===== src/design/sha256_pkg.sv =====
//------------------------------------------------------------------------------
// SHA-256 package
// Shared types, round constants and round functions for the message hash.
//------------------------------------------------------------------------------
`default_nettype none
package sha256_pkg;

	typedef struct packed {
		logic [7:0] data_byte;
		logic       byte_present;
		logic       message_end;
	} in_word_t;

	typedef struct packed {
		logic [31:0] digest_word;
		logic [2:0]  word_index;
		logic        last_word;
	} out_word_t;

	// block buffer write request from the byte packer
	typedef struct packed {
		logic        we;
		logic [3:0]  addr;
		logic [31:0] data;
	} buf_wr_t;

	localparam logic [7:0] PAD_BYTE = 8'h80;
	localparam logic [5:0] LEN_POS  = 6'd56;

	function automatic logic [31:0] init_h(input logic [2:0] i);
		logic [31:0] r;
		case (i)
			3'd0: r = 32'h6A09E667;
			3'd1: r = 32'hBB67AE85;
			3'd2: r = 32'h3C6EF372;
			3'd3: r = 32'hA54FF53A;
			3'd4: r = 32'h510E527F;
			3'd5: r = 32'h9B05688C;
			3'd6: r = 32'h1F83D9AB;
			default: r = 32'h5BE0CD19;
		endcase
		return r;
	endfunction

	function automatic logic [31:0] round_k(input logic [5:0] i);
		logic [31:0] r;
		case (i)
			6'd0: r = 32'h428A2F98; 6'd1: r = 32'h71374491; 6'd2: r = 32'hB5C0FBCF;
			6'd3: r = 32'hE9B5DBA5; 6'd4: r = 32'h3956C25B; 6'd5: r = 32'h59F111F1;
			6'd6: r = 32'h923F82A4; 6'd7: r = 32'hAB1C5ED5; 6'd8: r = 32'hD807AA98;
			6'd9: r = 32'h12835B01; 6'd10: r = 32'h243185BE; 6'd11: r = 32'h550C7DC3;
			6'd12: r = 32'h72BE5D74; 6'd13: r = 32'h80DEB1FE; 6'd14: r = 32'h9BDC06A7;
			6'd15: r = 32'hC19BF174; 6'd16: r = 32'hE49B69C1; 6'd17: r = 32'hEFBE4786;
			6'd18: r = 32'h0FC19DC6; 6'd19: r = 32'h240CA1CC; 6'd20: r = 32'h2DE92C6F;
			6'd21: r = 32'h4A7484AA; 6'd22: r = 32'h5CB0A9DC; 6'd23: r = 32'h76F988DA;
			6'd24: r = 32'h983E5152; 6'd25: r = 32'hA831C66D; 6'd26: r = 32'hB00327C8;
			6'd27: r = 32'hBF597FC7; 6'd28: r = 32'hC6E00BF3; 6'd29: r = 32'hD5A79147;
			6'd30: r = 32'h06CA6351; 6'd31: r = 32'h14292967; 6'd32: r = 32'h27B70A85;
			6'd33: r = 32'h2E1B2138; 6'd34: r = 32'h4D2C6DFC; 6'd35: r = 32'h53380D13;
			6'd36: r = 32'h650A7354; 6'd37: r = 32'h766A0ABB; 6'd38: r = 32'h81C2C92E;
			6'd39: r = 32'h92722C85; 6'd40: r = 32'hA2BFE8A1; 6'd41: r = 32'hA81A664B;
			6'd42: r = 32'hC24B8B70; 6'd43: r = 32'hC76C51A3; 6'd44: r = 32'hD192E819;
			6'd45: r = 32'hD6990624; 6'd46: r = 32'hF40E3585; 6'd47: r = 32'h106AA070;
			6'd48: r = 32'h19A4C116; 6'd49: r = 32'h1E376C08; 6'd50: r = 32'h2748774C;
			6'd51: r = 32'h34B0BCB5; 6'd52: r = 32'h391C0CB3; 6'd53: r = 32'h4ED8AA4A;
			6'd54: r = 32'h5B9CCA4F; 6'd55: r = 32'h682E6FF3; 6'd56: r = 32'h748F82EE;
			6'd57: r = 32'h78A5636F; 6'd58: r = 32'h84C87814; 6'd59: r = 32'h8CC70208;
			6'd60: r = 32'h90BEFFFA; 6'd61: r = 32'hA4506CEB; 6'd62: r = 32'hBEF9A3F7;
			default: r = 32'hC67178F2;
		endcase
		return r;
	endfunction

	function automatic logic [31:0] rotr(input logic [31:0] x, input int n);
		return (x >> n) | (x << (32 - n));
	endfunction

	function automatic logic [31:0] ssig0(input logic [31:0] x);
		return rotr(x, 7) ^ rotr(x, 18) ^ (x >> 3);
	endfunction

	function automatic logic [31:0] ssig1(input logic [31:0] x);
		return rotr(x, 17) ^ rotr(x, 19) ^ (x >> 10);
	endfunction

	function automatic logic [31:0] bsig0(input logic [31:0] x);
		return rotr(x, 2) ^ rotr(x, 13) ^ rotr(x, 22);
	endfunction

	function automatic logic [31:0] bsig1(input logic [31:0] x);
		return rotr(x, 6) ^ rotr(x, 11) ^ rotr(x, 25);
	endfunction

endpackage
`default_nettype wire


===== src/design/sha256_message_hash_top.sv =====
//------------------------------------------------------------------------------
// SHA-256 message hash, top level
// Streams message bytes in, emits the eight digest words at message end.
//------------------------------------------------------------------------------
//  channel   dir  payload                    handshake
//  in        in   sha256_pkg::in_word_t      in_valid / in_stall
//  out       out  sha256_pkg::out_word_t     out_valid / out_stall
//
//  A byte that does not close a block is taken without a stall. A full block
//  passes the copy, load, round and add phases of the compression engine,
//  one round per cycle through the schedule memory. Message end adds the
//  padding sweep, the two length words, one or two blocks and the 8 digest
//  words, each read from the chain and then presented.
//  Reset restores the initial chain values at once through per-word valid bits.
//  Output stall holds the current digest word; input is stalled while busy.
//------------------------------------------------------------------------------
`default_nettype none
module sha256_message_hash_top (
	input  wire logic                  clk,
	input  wire logic                  arst_n,
	input  wire logic                  in_valid,
	output logic                       in_stall,
	input  wire sha256_pkg::in_word_t  in_word,
	output logic                       out_valid,
	input  wire logic                  out_stall,
	output sha256_pkg::out_word_t      out_word
);

	logic        start, busy, emit, emit_done;
	logic [3:0]  buf_raddr;
	logic [31:0] buf_rdata, chain_rd_data;
	logic [3:0]  oidx_q;       // next word to read; bit 3 marks done
	logic        rd_pend_q;
	logic        out_on_q;

	sha256_packer u_pack (
		.clk, .arst_n, .in_valid, .in_stall, .in_word,
		.start, .busy, .buf_raddr, .buf_rdata, .emit, .emit_done
	);

	sha256_round u_rnd (
		.clk, .arst_n, .start, .busy, .buf_raddr, .buf_rdata,
		.chain_rd_addr(oidx_q[2:0]),
		.chain_rd_data, .chain_reinit(emit_done)
	);

	assign emit_done = out_on_q && out_valid && !out_stall && out_word.last_word;

	// read chain words one at a time into the output register
	always_ff @(posedge clk or negedge arst_n) begin
		if (!arst_n) begin
			out_on_q  <= 1'b0;
			oidx_q    <= '0;
			rd_pend_q <= 1'b0;
			out_valid <= 1'b0;
		end else begin
			if (emit) begin
				out_on_q  <= 1'b1;
				oidx_q    <= '0;
				rd_pend_q <= 1'b1;
			end else if (rd_pend_q) begin
				// read data is valid this cycle
				out_valid <= 1'b1;
				rd_pend_q <= 1'b0;
				oidx_q    <= oidx_q + 4'd1;
			end else if (out_valid && !out_stall) begin
				out_valid <= 1'b0;
				if (oidx_q[3])
					out_on_q <= 1'b0;
				else
					rd_pend_q <= 1'b1;
			end
		end
	end

	always_ff @(posedge clk) begin
		if (rd_pend_q) begin
			out_word.digest_word <= chain_rd_data;
			out_word.word_index  <= oidx_q[2:0];
			out_word.last_word   <= (oidx_q[2:0] == 3'd7);
		end
	end

endmodule
`default_nettype wire


===== src/design/sha256_round.sv =====
//------------------------------------------------------------------------------
// SHA-256 compression engine
// Copies the block buffer into a schedule memory, runs 64 rounds at one round
// per cycle with read-modify-write of the schedule memory, then adds the
// working words into the chain memory one word per cycle.
//------------------------------------------------------------------------------
`default_nettype none
module sha256_round (
	input  wire logic        clk,
	input  wire logic        arst_n,
	input  wire logic        start,
	output logic             busy,
	// block buffer read port (owned by the packer)
	output logic [3:0]       buf_raddr,
	input  wire logic [31:0] buf_rdata,
	// chain read for digest output
	input  wire logic [2:0]  chain_rd_addr,
	output logic [31:0]      chain_rd_data,
	input  wire logic        chain_reinit
);

	localparam logic [2:0] ST_IDLE  = 3'd0;
	localparam logic [2:0] ST_COPY  = 3'd1;
	localparam logic [2:0] ST_LOAD  = 3'd2;
	localparam logic [2:0] ST_ROUND = 3'd3;
	localparam logic [2:0] ST_ADD   = 3'd4;

	logic [2:0]  state_q;
	logic [6:0]  cnt_q;
	logic [31:0] sched_mem [16];
	logic [31:0] chain_mem [8];
	logic [7:0]  chain_ok_q;          // chain entry holds a written value
	logic [31:0] wv_q [8];
	logic [31:0] ch_rdata_q;
	logic [2:0]  ch_idx_q;            // chain entry that ch_rdata_q belongs to
	logic [31:0] sc_w1_q, sc_w2_q, sc_w9_q, sc_w16_q;

	// working words held as a shift row: a..h
	logic [31:0] t1, t2, w_cur, w_new;
	logic [5:0]  rnd;
	logic [3:0]  slot;
	logic [2:0]  ch_idx;
	logic [31:0] ch_val;

	assign busy = (state_q != ST_IDLE);
	assign rnd  = cnt_q[5:0];
	assign slot = cnt_q[3:0];

	// schedule word for this round: stored word for the first 16, else expanded
	assign w_new = sc_w16_q + sha256_pkg::ssig0(sc_w1_q) + sc_w9_q
		+ sha256_pkg::ssig1(sc_w2_q);
	assign w_cur = (rnd < 6'd16) ? sc_w16_q : w_new;

	assign t1 = wv_q[7] + sha256_pkg::bsig1(wv_q[4])
		+ ((wv_q[4] & wv_q[5]) ^ (~wv_q[4] & wv_q[6]))
		+ sha256_pkg::round_k(rnd) + w_cur;
	assign t2 = sha256_pkg::bsig0(wv_q[0])
		+ ((wv_q[0] & wv_q[1]) ^ (wv_q[0] & wv_q[2]) ^ (wv_q[1] & wv_q[2]));

	assign buf_raddr = cnt_q[3:0];
	// pair the registered read data with the index it was read from
	assign ch_val = chain_ok_q[ch_idx_q] ? ch_rdata_q : sha256_pkg::init_h(ch_idx_q);
	assign chain_rd_data = ch_val;

	// chain read address: digest read when idle, else load or add sweep
	always_comb begin
		if (state_q == ST_IDLE)
			ch_idx = chain_rd_addr;
		else
			ch_idx = cnt_q[2:0];
	end

	always_ff @(posedge clk) begin
		ch_rdata_q <= chain_mem[busy ? cnt_q[2:0] : chain_rd_addr];
	end

	// schedule memory: four registered reads per round, one write-back
	logic [3:0] rd_slot;
	assign rd_slot = (state_q == ST_ROUND) ? slot + 4'd1 : 4'd0;
	always_ff @(posedge clk) begin
		if (state_q == ST_COPY && cnt_q != 7'd0)
			sched_mem[cnt_q[3:0] - 4'd1] <= buf_rdata;
		else if (state_q == ST_ROUND && rnd >= 6'd16)
			sched_mem[slot] <= w_new;
		sc_w16_q <= sched_mem[rd_slot];
		sc_w1_q  <= sched_mem[rd_slot + 4'd1];
		sc_w9_q  <= sched_mem[rd_slot + 4'd9];
		sc_w2_q  <= sched_mem[rd_slot + 4'd14];
		// forward the word being written this cycle
		if (state_q == ST_ROUND && rnd >= 6'd16) begin
			if (rd_slot == slot) sc_w16_q <= w_new;
			if (rd_slot + 4'd1 == slot) sc_w1_q <= w_new;
			if (rd_slot + 4'd9 == slot) sc_w9_q <= w_new;
			if (rd_slot + 4'd14 == slot) sc_w2_q <= w_new;
		end
		if (state_q == ST_COPY && cnt_q != 7'd0) begin
			if (rd_slot == cnt_q[3:0] - 4'd1) sc_w16_q <= buf_rdata;
			if (rd_slot + 4'd1 == cnt_q[3:0] - 4'd1) sc_w1_q <= buf_rdata;
			if (rd_slot + 4'd9 == cnt_q[3:0] - 4'd1) sc_w9_q <= buf_rdata;
			if (rd_slot + 4'd14 == cnt_q[3:0] - 4'd1) sc_w2_q <= buf_rdata;
		end
	end

	// chain memory write-back
	always_ff @(posedge clk) begin
		if (state_q == ST_ADD && cnt_q != 7'd0)
			chain_mem[ch_idx_q] <= ch_val + wv_q[0];
	end

	// sequencer
	always_ff @(posedge clk or negedge arst_n) begin
		if (!arst_n) begin
			state_q    <= ST_IDLE;
			cnt_q      <= '0;
			chain_ok_q <= '0;
			ch_idx_q   <= '0;
		end else begin
			ch_idx_q <= ch_idx;
			case (state_q)
				ST_IDLE: begin
					cnt_q <= '0;
					if (chain_reinit)
						chain_ok_q <= '0;
					else if (start)
						state_q <= ST_COPY;
				end
				ST_COPY: begin
					// buffer read data is registered; each word is written on the step after its read
					if (cnt_q == 7'd16) begin
						state_q <= ST_LOAD;
						cnt_q   <= '0;
					end else
						cnt_q <= cnt_q + 7'd1;
				end
				ST_LOAD: begin
					// fill working words from chain, one per cycle (chain read is registered)
					if (cnt_q == 7'd8) begin
						state_q <= ST_ROUND;
						cnt_q   <= '0;
					end else
						cnt_q <= cnt_q + 7'd1;
				end
				ST_ROUND: begin
					if (cnt_q == 7'd63) begin
						state_q <= ST_ADD;
						cnt_q   <= '0;
					end else
						cnt_q <= cnt_q + 7'd1;
				end
				ST_ADD: begin
					if (cnt_q != 7'd0)
						chain_ok_q[ch_idx_q] <= 1'b1;
					if (cnt_q == 7'd8) begin
						state_q <= ST_IDLE;
						cnt_q   <= '0;
					end else
						cnt_q <= cnt_q + 7'd1;
				end
				default: state_q <= ST_IDLE;
			endcase
		end
	end

	// working words: shift in chain words, run rounds, rotate out for the add
	always_ff @(posedge clk) begin
		case (state_q)
			ST_LOAD: begin
				if (cnt_q != 7'd0) begin
					for (int i = 0; i < 7; i++) wv_q[i] <= wv_q[i + 1];
					wv_q[7] <= ch_val;
				end
			end
			ST_ROUND: begin
				wv_q[7] <= wv_q[6]; wv_q[6] <= wv_q[5]; wv_q[5] <= wv_q[4];
				wv_q[4] <= wv_q[3] + t1;
				wv_q[3] <= wv_q[2]; wv_q[2] <= wv_q[1]; wv_q[1] <= wv_q[0];
				wv_q[0] <= t1 + t2;
			end
			ST_ADD: begin
				if (cnt_q != 7'd0) begin
					for (int i = 0; i < 7; i++) wv_q[i] <= wv_q[i + 1];
					wv_q[7] <= wv_q[0];
				end
			end
			default: ;
		endcase
	end

endmodule
`default_nettype wire


===== src/design/sha256_packer.sv =====
//------------------------------------------------------------------------------
// SHA-256 byte packer
// Packs message bytes big-endian into the block buffer memory, adds padding
// and length words, and hands full blocks to the compression engine.
//------------------------------------------------------------------------------
`default_nettype none
module sha256_packer (
	input  wire logic                 clk,
	input  wire logic                 arst_n,
	input  wire logic                 in_valid,
	output logic                      in_stall,
	input  wire sha256_pkg::in_word_t in_word,
	output logic                      start,
	input  wire logic                 busy,
	input  wire logic [3:0]           buf_raddr,
	output logic [31:0]               buf_rdata,
	output logic                      emit,        // pulse: digest ready
	input  wire logic                 emit_done
);

	localparam logic [2:0] PK_IDLE  = 3'd0;
	localparam logic [2:0] PK_WAIT  = 3'd1;  // block compressing
	localparam logic [2:0] PK_PAD   = 3'd2;  // write pad byte / zero fill
	localparam logic [2:0] PK_LEN   = 3'd3;  // write length words
	localparam logic [2:0] PK_FIN   = 3'd4;  // last block compressing
	localparam logic [2:0] PK_OUT   = 3'd5;  // digest going out

	logic [2:0]  state_q;
	logic [63:0] bit_count_q;
	logic [31:0] buf_mem [16];
	logic [31:0] acc_q;          // partial word being assembled
	logic        end_q;          // message end still to handle
	logic        pad_first_q;    // pad byte not yet placed
	logic        len_hi_q;
	logic [5:0]  pos_q;          // byte position during padding
	logic        start_q;
	sha256_pkg::buf_wr_t wr;

	logic [5:0]  pos;
	logic        take;
	logic [31:0] acc_next;
	logic [7:0]  pad_b;

	assign pos      = bit_count_q[8:3];
	assign in_stall = (state_q != PK_IDLE);
	assign take     = in_valid && !in_stall;
	assign pad_b    = pad_first_q ? sha256_pkg::PAD_BYTE : 8'h00;

	// merge a byte into the word being assembled
	function automatic logic [31:0] merge(input logic [31:0] a, input logic [1:0] p,
		input logic [7:0] b);
		logic [31:0] r;
		r = (p == 2'd0) ? 32'h0 : a;
		r[8'(3 - p) * 8 +: 8] = b;
		return r;
	endfunction

	always_comb begin
		wr = '0;
		acc_next = acc_q;
		if (state_q == PK_IDLE && take && in_word.byte_present) begin
			acc_next = merge(acc_q, pos[1:0], in_word.data_byte);
			wr.we    = (pos[1:0] == 2'd3);
			wr.addr  = pos[5:2];
			wr.data  = acc_next;
		end else if (state_q == PK_PAD) begin
			acc_next = merge(acc_q, pos_q[1:0], pad_b);
			wr.we    = (pos_q[1:0] == 2'd3);
			wr.addr  = pos_q[5:2];
			wr.data  = acc_next;
		end else if (state_q == PK_LEN) begin
			wr.we    = 1'b1;
			wr.addr  = len_hi_q ? 4'd14 : 4'd15;
			wr.data  = len_hi_q ? bit_count_q[63:32] : bit_count_q[31:0];
		end
	end

	always_ff @(posedge clk) begin
		if (wr.we)
			buf_mem[wr.addr] <= wr.data;
		buf_rdata <= buf_mem[buf_raddr];
		acc_q <= acc_next;
	end

	assign start = (state_q == PK_IDLE && take && in_word.byte_present && pos == 6'd63)
		|| (state_q == PK_PAD && pos_q == 6'd63)
		|| (state_q == PK_LEN && !len_hi_q);

	assign emit = (state_q == PK_FIN) && !busy && !start_q;

	always_ff @(posedge clk or negedge arst_n) begin
		if (!arst_n) begin
			state_q     <= PK_IDLE;
			bit_count_q <= '0;
			end_q       <= 1'b0;
			pad_first_q <= 1'b0;
			len_hi_q    <= 1'b0;
			pos_q       <= '0;
			start_q     <= 1'b0;
		end else begin
			start_q <= start;
			case (state_q)
				PK_IDLE: begin
					if (take) begin
						if (in_word.byte_present)
							bit_count_q <= bit_count_q + 64'd8;
						end_q       <= in_word.message_end;
						pad_first_q <= 1'b1;
						pos_q       <= in_word.byte_present ? pos + 6'd1 : pos;
						if (in_word.byte_present && pos == 6'd63)
							state_q <= PK_WAIT;
						else if (in_word.message_end)
							state_q <= PK_PAD;
					end
				end
				PK_WAIT: begin
					if (!busy && !start_q)
						state_q <= end_q ? PK_PAD : PK_IDLE;
				end
				PK_PAD: begin
					pad_first_q <= 1'b0;
					pos_q       <= pos_q + 6'd1;
					if (pos_q == 6'd63) begin
						end_q   <= 1'b1;
						state_q <= PK_WAIT;
					end else if (pos_q == sha256_pkg::LEN_POS - 6'd1 && !pad_first_q) begin
						len_hi_q <= 1'b1;
						state_q  <= PK_LEN;
					end else if (pos_q == sha256_pkg::LEN_POS - 6'd1) begin
						// pad byte lands in the last zero-fill slot
						len_hi_q <= 1'b1;
						state_q  <= PK_LEN;
					end
				end
				PK_LEN: begin
					len_hi_q <= 1'b0;
					if (!len_hi_q)
						state_q <= PK_FIN;
				end
				PK_FIN: begin
					if (emit)
						state_q <= PK_OUT;
				end
				PK_OUT: begin
					if (emit_done) begin
						bit_count_q <= '0;
						end_q       <= 1'b0;
						state_q     <= PK_IDLE;
					end
				end
				default: state_q <= PK_IDLE;
			endcase
		end
	end

endmodule
`default_nettype wire


===== config.mk =====
export PLATFORM = sky130hd
export DESIGN_NAME = sha256_message_hash_top
export DESIGN_NICKNAME = d
export VERILOG_FILES = /design/src/design/sha256_pkg.sv /design/src/design/sha256_message_hash_top.sv /design/src/design/sha256_round.sv /design/src/design/sha256_packer.sv
export SDC_FILE = /design/constraint.sdc
export NUM_CORES = 2
export LEC_CHECK = 0
export BUFFER_PORTS_ARGS = -buffer_cell sky130_fd_sc_hd__clkbuf_2
export CORE_ASPECT_RATIO = 1.75
export CORE_MARGIN = 4
export CORE_UTILIZATION = 31
export DETAILED_ROUTE_END_ITERATION = 16
export PLACE_DENSITY = 0.45
export SYNTH_ARGS = -nofsm -noshare
export SYNTH_HDL_FRONTEND = slang
export SYNTH_HIERARCHICAL = 1
export SYNTH_SLANG_ARGS = --single-unit
export TNS_END_PERCENT = 100

===== constraint.sdc =====
create_clock -name clk -period 22.6 [get_ports clk]
set_input_delay 2.26 -clock clk [delete_from_list [all_inputs] [get_ports clk]]
set_output_delay 2.26 -clock clk [all_outputs]
set_load 0.01 [all_outputs]

==> results.txt <==
Status: complete, no violations
Clk_lat worst skew: 0.91 ns
Compound-Gate Fraction of Synth Area: 0.108
Die span in x: 442 um
Utilization after layout: 0.350
Sw Ratio: 0.211
Antenna Violating Nets Remaining: 0
Largest family of logic cells by synthesized area: multiplexers
Net switching power: 1.51 mW
Final RePlAce weighted congestion: 0.964
Setup TNS Final: 0 ns
Vias in the first global route: 73.2k
Synth cell types: 100
Mapped cell area: 102000 sq um
Initial antenna violation count: 13
CTS Buf Count: 201
Clk_skew: 0.0861 ns
Internal power: 5.64 mW
Syn Area/Cell: 11.8 sq um
Via density: 5.47
Starting Density: 0.311
RR Endpoint: u_rnd/wv_q[0][31]$_DFFE_PP_
DR pass1 iterations: 6
Max Slew Vio Count: 0
GRT overflow: 0
Element type at the critical path end: flip-flop
Deepest clock path buffer count: 4
Setup repair bufs after CTS: 0
Synth area leaders: edfxtp_1 (47%), mux4_2 (7.8%), nand2_1 (5.0%)
I/O pins: 52
RSZ-0062 raised after global routing: false
Largest net degree at the start of global routing: 95
DRT iter0 DRCs: 5647
CTS clk-pin slew, worst paths: 0.07 ns
H-tree depth: 4
Yosys top cell area share: 0.471
Setup WS post-layout: 10.79 ns
Worst Tran Pin Value: 1.46 ns
Synth warn: 6
Worst hold path class: reg2reg
Routed wire per std cell: 31.2 um
Top cell by count, worst path: fa_1
FFs w/ async S/R, synth: 0.0537
Seq cells post-synth: 1898
Input/output buffers: 51
Final std cells w/o fill: 13.1k
PD cells: 62.3 nW/um^2
Rows: 278
Predominant post-synthesis flop cell: edfxtp_1
Core area: 328000 sq um
Dpl cells: 12.7k
Seq/Total Area, Yosys: 0.534
Die area: 339000 sq um
Adder-cell share of the synthesized area: 0.0620
Critical Path Slowest Stage Cell: a2111oi_0
DR vias: 71.7k
Setup Crit Path Kind: reg2reg
EDFF count, synth: 1604
Die Span Y: 767 um
Crit Path Max Fanout: 8
Levels on crit path: 37
Clk pwr share: 0.470
Tot Pwr: 7.15 mW
Dpl cell area: 108000 sq um
Startpoint Class: flip-flop
Largest area contributor in the netlist: edfxtp_1
Hold Slack: 0.490 ns
Fin area: 115000 sq um
Max IR drop VDD: 0.0753 mV
Critical Path End: u_rnd/wv_q[0][31]$_DFFE_PP_
Fmax achieved: 0.0847 GHz
Worst R2R Path Depth: 37
Slowest stage delay, CP: 1.06 ns
Post-cts sizing count: 0
R2R Setup Slk: 10.79 ns
Syn Inst Count: 8625
Clk sinks: 1898
Critical R2R Launch: u_rnd/sc_w1_q[8]$_DFF_P_
Mux cell area share after synthesis: 0.118
Simple-Gate Fraction of Synth Area: 0.103
Fin. Hold Viols: 0
DP HPWL: 288 mm
Routed wire length: 409 mm
P&R area growth vs syn: 12.4%
Period utilization: 0.523
First-pass GRT wire length: 568 mm
# setup viols final: 0
Register share of total power: 0.526
Leak Pwr: 42.0 nW
Critical path required time: 23.22 ns
Root buf cell: clkbuf_16
Final Critical Period: 11.81 ns
Post-synthesis xor/xnor area fraction: 0.0374
Worst path bufs/invs: 4
CTS tree: built
# DRC: 0
Final net count: 8974
MaxCap Viol Count: 0
Syn nets: 9029
Worst Path Arrival: 12.43 ns
Crit path max-delay family: adder cells
Worst setup path startpoint: u_rnd/sc_w1_q[8]$_DFF_P_
Share of layout cells above drive strength 1: 0.128
Max-slew headroom: 0.0236
# hold bufs at CTS: 0
Part of the power in combinational logic: 0.004
GR Util All Layers: 0.234
Setup WS pre-CTS: 11.00 ns
worst min-delay path by stage:
stage                                     from              endpoint  slack [ns]  cells after the start
after global placement    out_on_q$_DFFE_PN0P_  out_on_q$_DFFE_PN0P_        0.45                      1
after floorplan           out_on_q$_DFFE_PN0P_  out_on_q$_DFFE_PN0P_        0.44                      1
after global routing      out_on_q$_DFFE_PN0P_  out_on_q$_DFFE_PN0P_        0.52                      1
after CTS                 out_on_q$_DFFE_PN0P_  out_on_q$_DFFE_PN0P_        0.49                      1
after detailed placement  out_on_q$_DFFE_PN0P_  out_on_q$_DFFE_PN0P_        0.47                      1
final                     out_on_q$_DFFE_PN0P_  out_on_q$_DFFE_PN0P_        0.49                      1
state kept, by name, summed over array words and instances, names as in the netlist, 3 cells and up:
| signal | flops |
|---|---|
| out_word | 36 |
| u_rnd/sched_mem | 512 |
| u_rnd/cnt_q | 7 |
| u_rnd/wv_q | 256 |
| u_rnd/ch_idx_q | 3 |
| u_rnd/sc_w9_q | 32 |
| u_rnd/chain_mem | 256 |
| u_pack/acc_q | 32 |
| u_rnd/sc_w16_q | 32 |
| u_rnd/sc_w1_q | 32 |
| u_pack/state_q | 3 |
| u_pack/buf_mem | 512 |
| u_rnd/ch_rdata_q | 32 |
| u_pack/pos_q | 6 |
| oidx_q | 4 |
| u_pack/buf_rdata | 32 |
| u_pack/bit_count_q | 61 |
| u_rnd/state_q | 3 |
| u_rnd/chain_ok_q | 8 |
| u_rnd/sc_w2_q | 32 |
kinds of logic (layout without fill, tap and decap cells):
family,count (synthesis),in the layout
AOI/OAI and AO/OA,1706,1706
xor gates and xnor gates,433,433
adders and majority gates,394,394
buffers and inverters,1000,1108
DFF,1898,1898
muxes,756,756
other,0,36
and+or+nand+nor,2438,2438
cell usage in the layout, fill, tap and decap left out, types with 192 or more instances in the layout:
master / netlist / layout
mux2i_1: 381 / 377
buf_4: 8 / 259
mux4_2: 352 / 352
dfxtp_1: 192 / 192
ha_1: 202 / 199
edfxtp_1: 1604 / 1604
nand2_1: 1368 / 1360
nor2_1: 422 / 380
a21oi_1: 325 / 325
nand3_1: 252 / 250
clkbuf_16: 0 / 204
o21ai_0: 486 / 453
xnor2_1: 290 / 287
inv_1: 420 / 418
final cells by class:
type | instances | area, sq um
Clock inverter | 108 | 1020
Fill cell | 32235 | 213000
Timing Repair Buffer | 315 | 2310
Clock buffer | 258 | 5420
Antenna cell | 36 | 90.1
Tap cell | 4340 | 5430
Multi-Input combinational cell | 5727 | 44300
Sequential cell | 1898 | 54600
Inverter | 427 | 1620
layer usage:
layer	global-route usage	part of all wire	vias to the layer above
li1	-	-	31654
met5	0	0.000032	-
met1	0.230	0.33	36716
met4	0.189	0.099	2
met2	0.437	0.53	2366
met3	0.0322	0.041	969
worst reg2reg max path, delay by kind of cell (launching register included):
kind / cells / cell delay [ns]
buf+inv: 4 / 0.18
simple gates: 4 / 0.78
compound gates: 14 / 4.12
fa+ha+maj: 10 / 4.23
mux: 1 / 0.36
xor+xnor: 4 / 1.44
flops: 1 / 0.40
synthesized netlist by cell type, drive strengths merged (10+ instances only):
| library cell | count |
|---|---|
| nor2 | 422 |
| nor2b | 40 |
| a221o | 51 |
| or2 | 10 |
| nand2 | 1368 |
| or4 | 18 |
| fa | 188 |
| o21bai | 24 |
| xor2 | 141 |
| o221ai | 14 |
| xnor2 | 291 |
| inv | 424 |
| a21oi | 326 |
| a311oi | 90 |
| o31ai | 51 |
| mux2i | 381 |
| buf | 146 |
| and3 | 45 |
| o22ai | 52 |
| and4 | 14 |
| mux2 | 23 |
| dfrtp | 102 |
| clkbuf | 427 |
| nand3 | 252 |
| ha | 202 |
| nand4 | 38 |
| a31oi | 69 |
| or3 | 41 |
| edfxtp | 1604 |
| nor4 | 16 |
| o21a | 45 |
| nor3 | 88 |
| a21o | 171 |
| nor3b | 10 |
| dfxtp | 192 |
| a22oi | 46 |
| mux4 | 352 |
| and2 | 27 |
| a211oi | 120 |
| o211ai | 46 |
| o21ai | 496 |
| nand2b | 35 |
power by group through the flow:
stage	combinational [mW]	sequential [mW]	clock, mW
after floorplan	0.00905	3.84	0
after global routing	0.0326	3.76	3.58
after global placement	0.0292	3.84	0
final	0.0290	3.76	3.36
after CTS	0.0299	3.76	3.45
after detailed placement	0.0298	3.84	0
No activity file was read; power rests on OpenSTA's default activity.
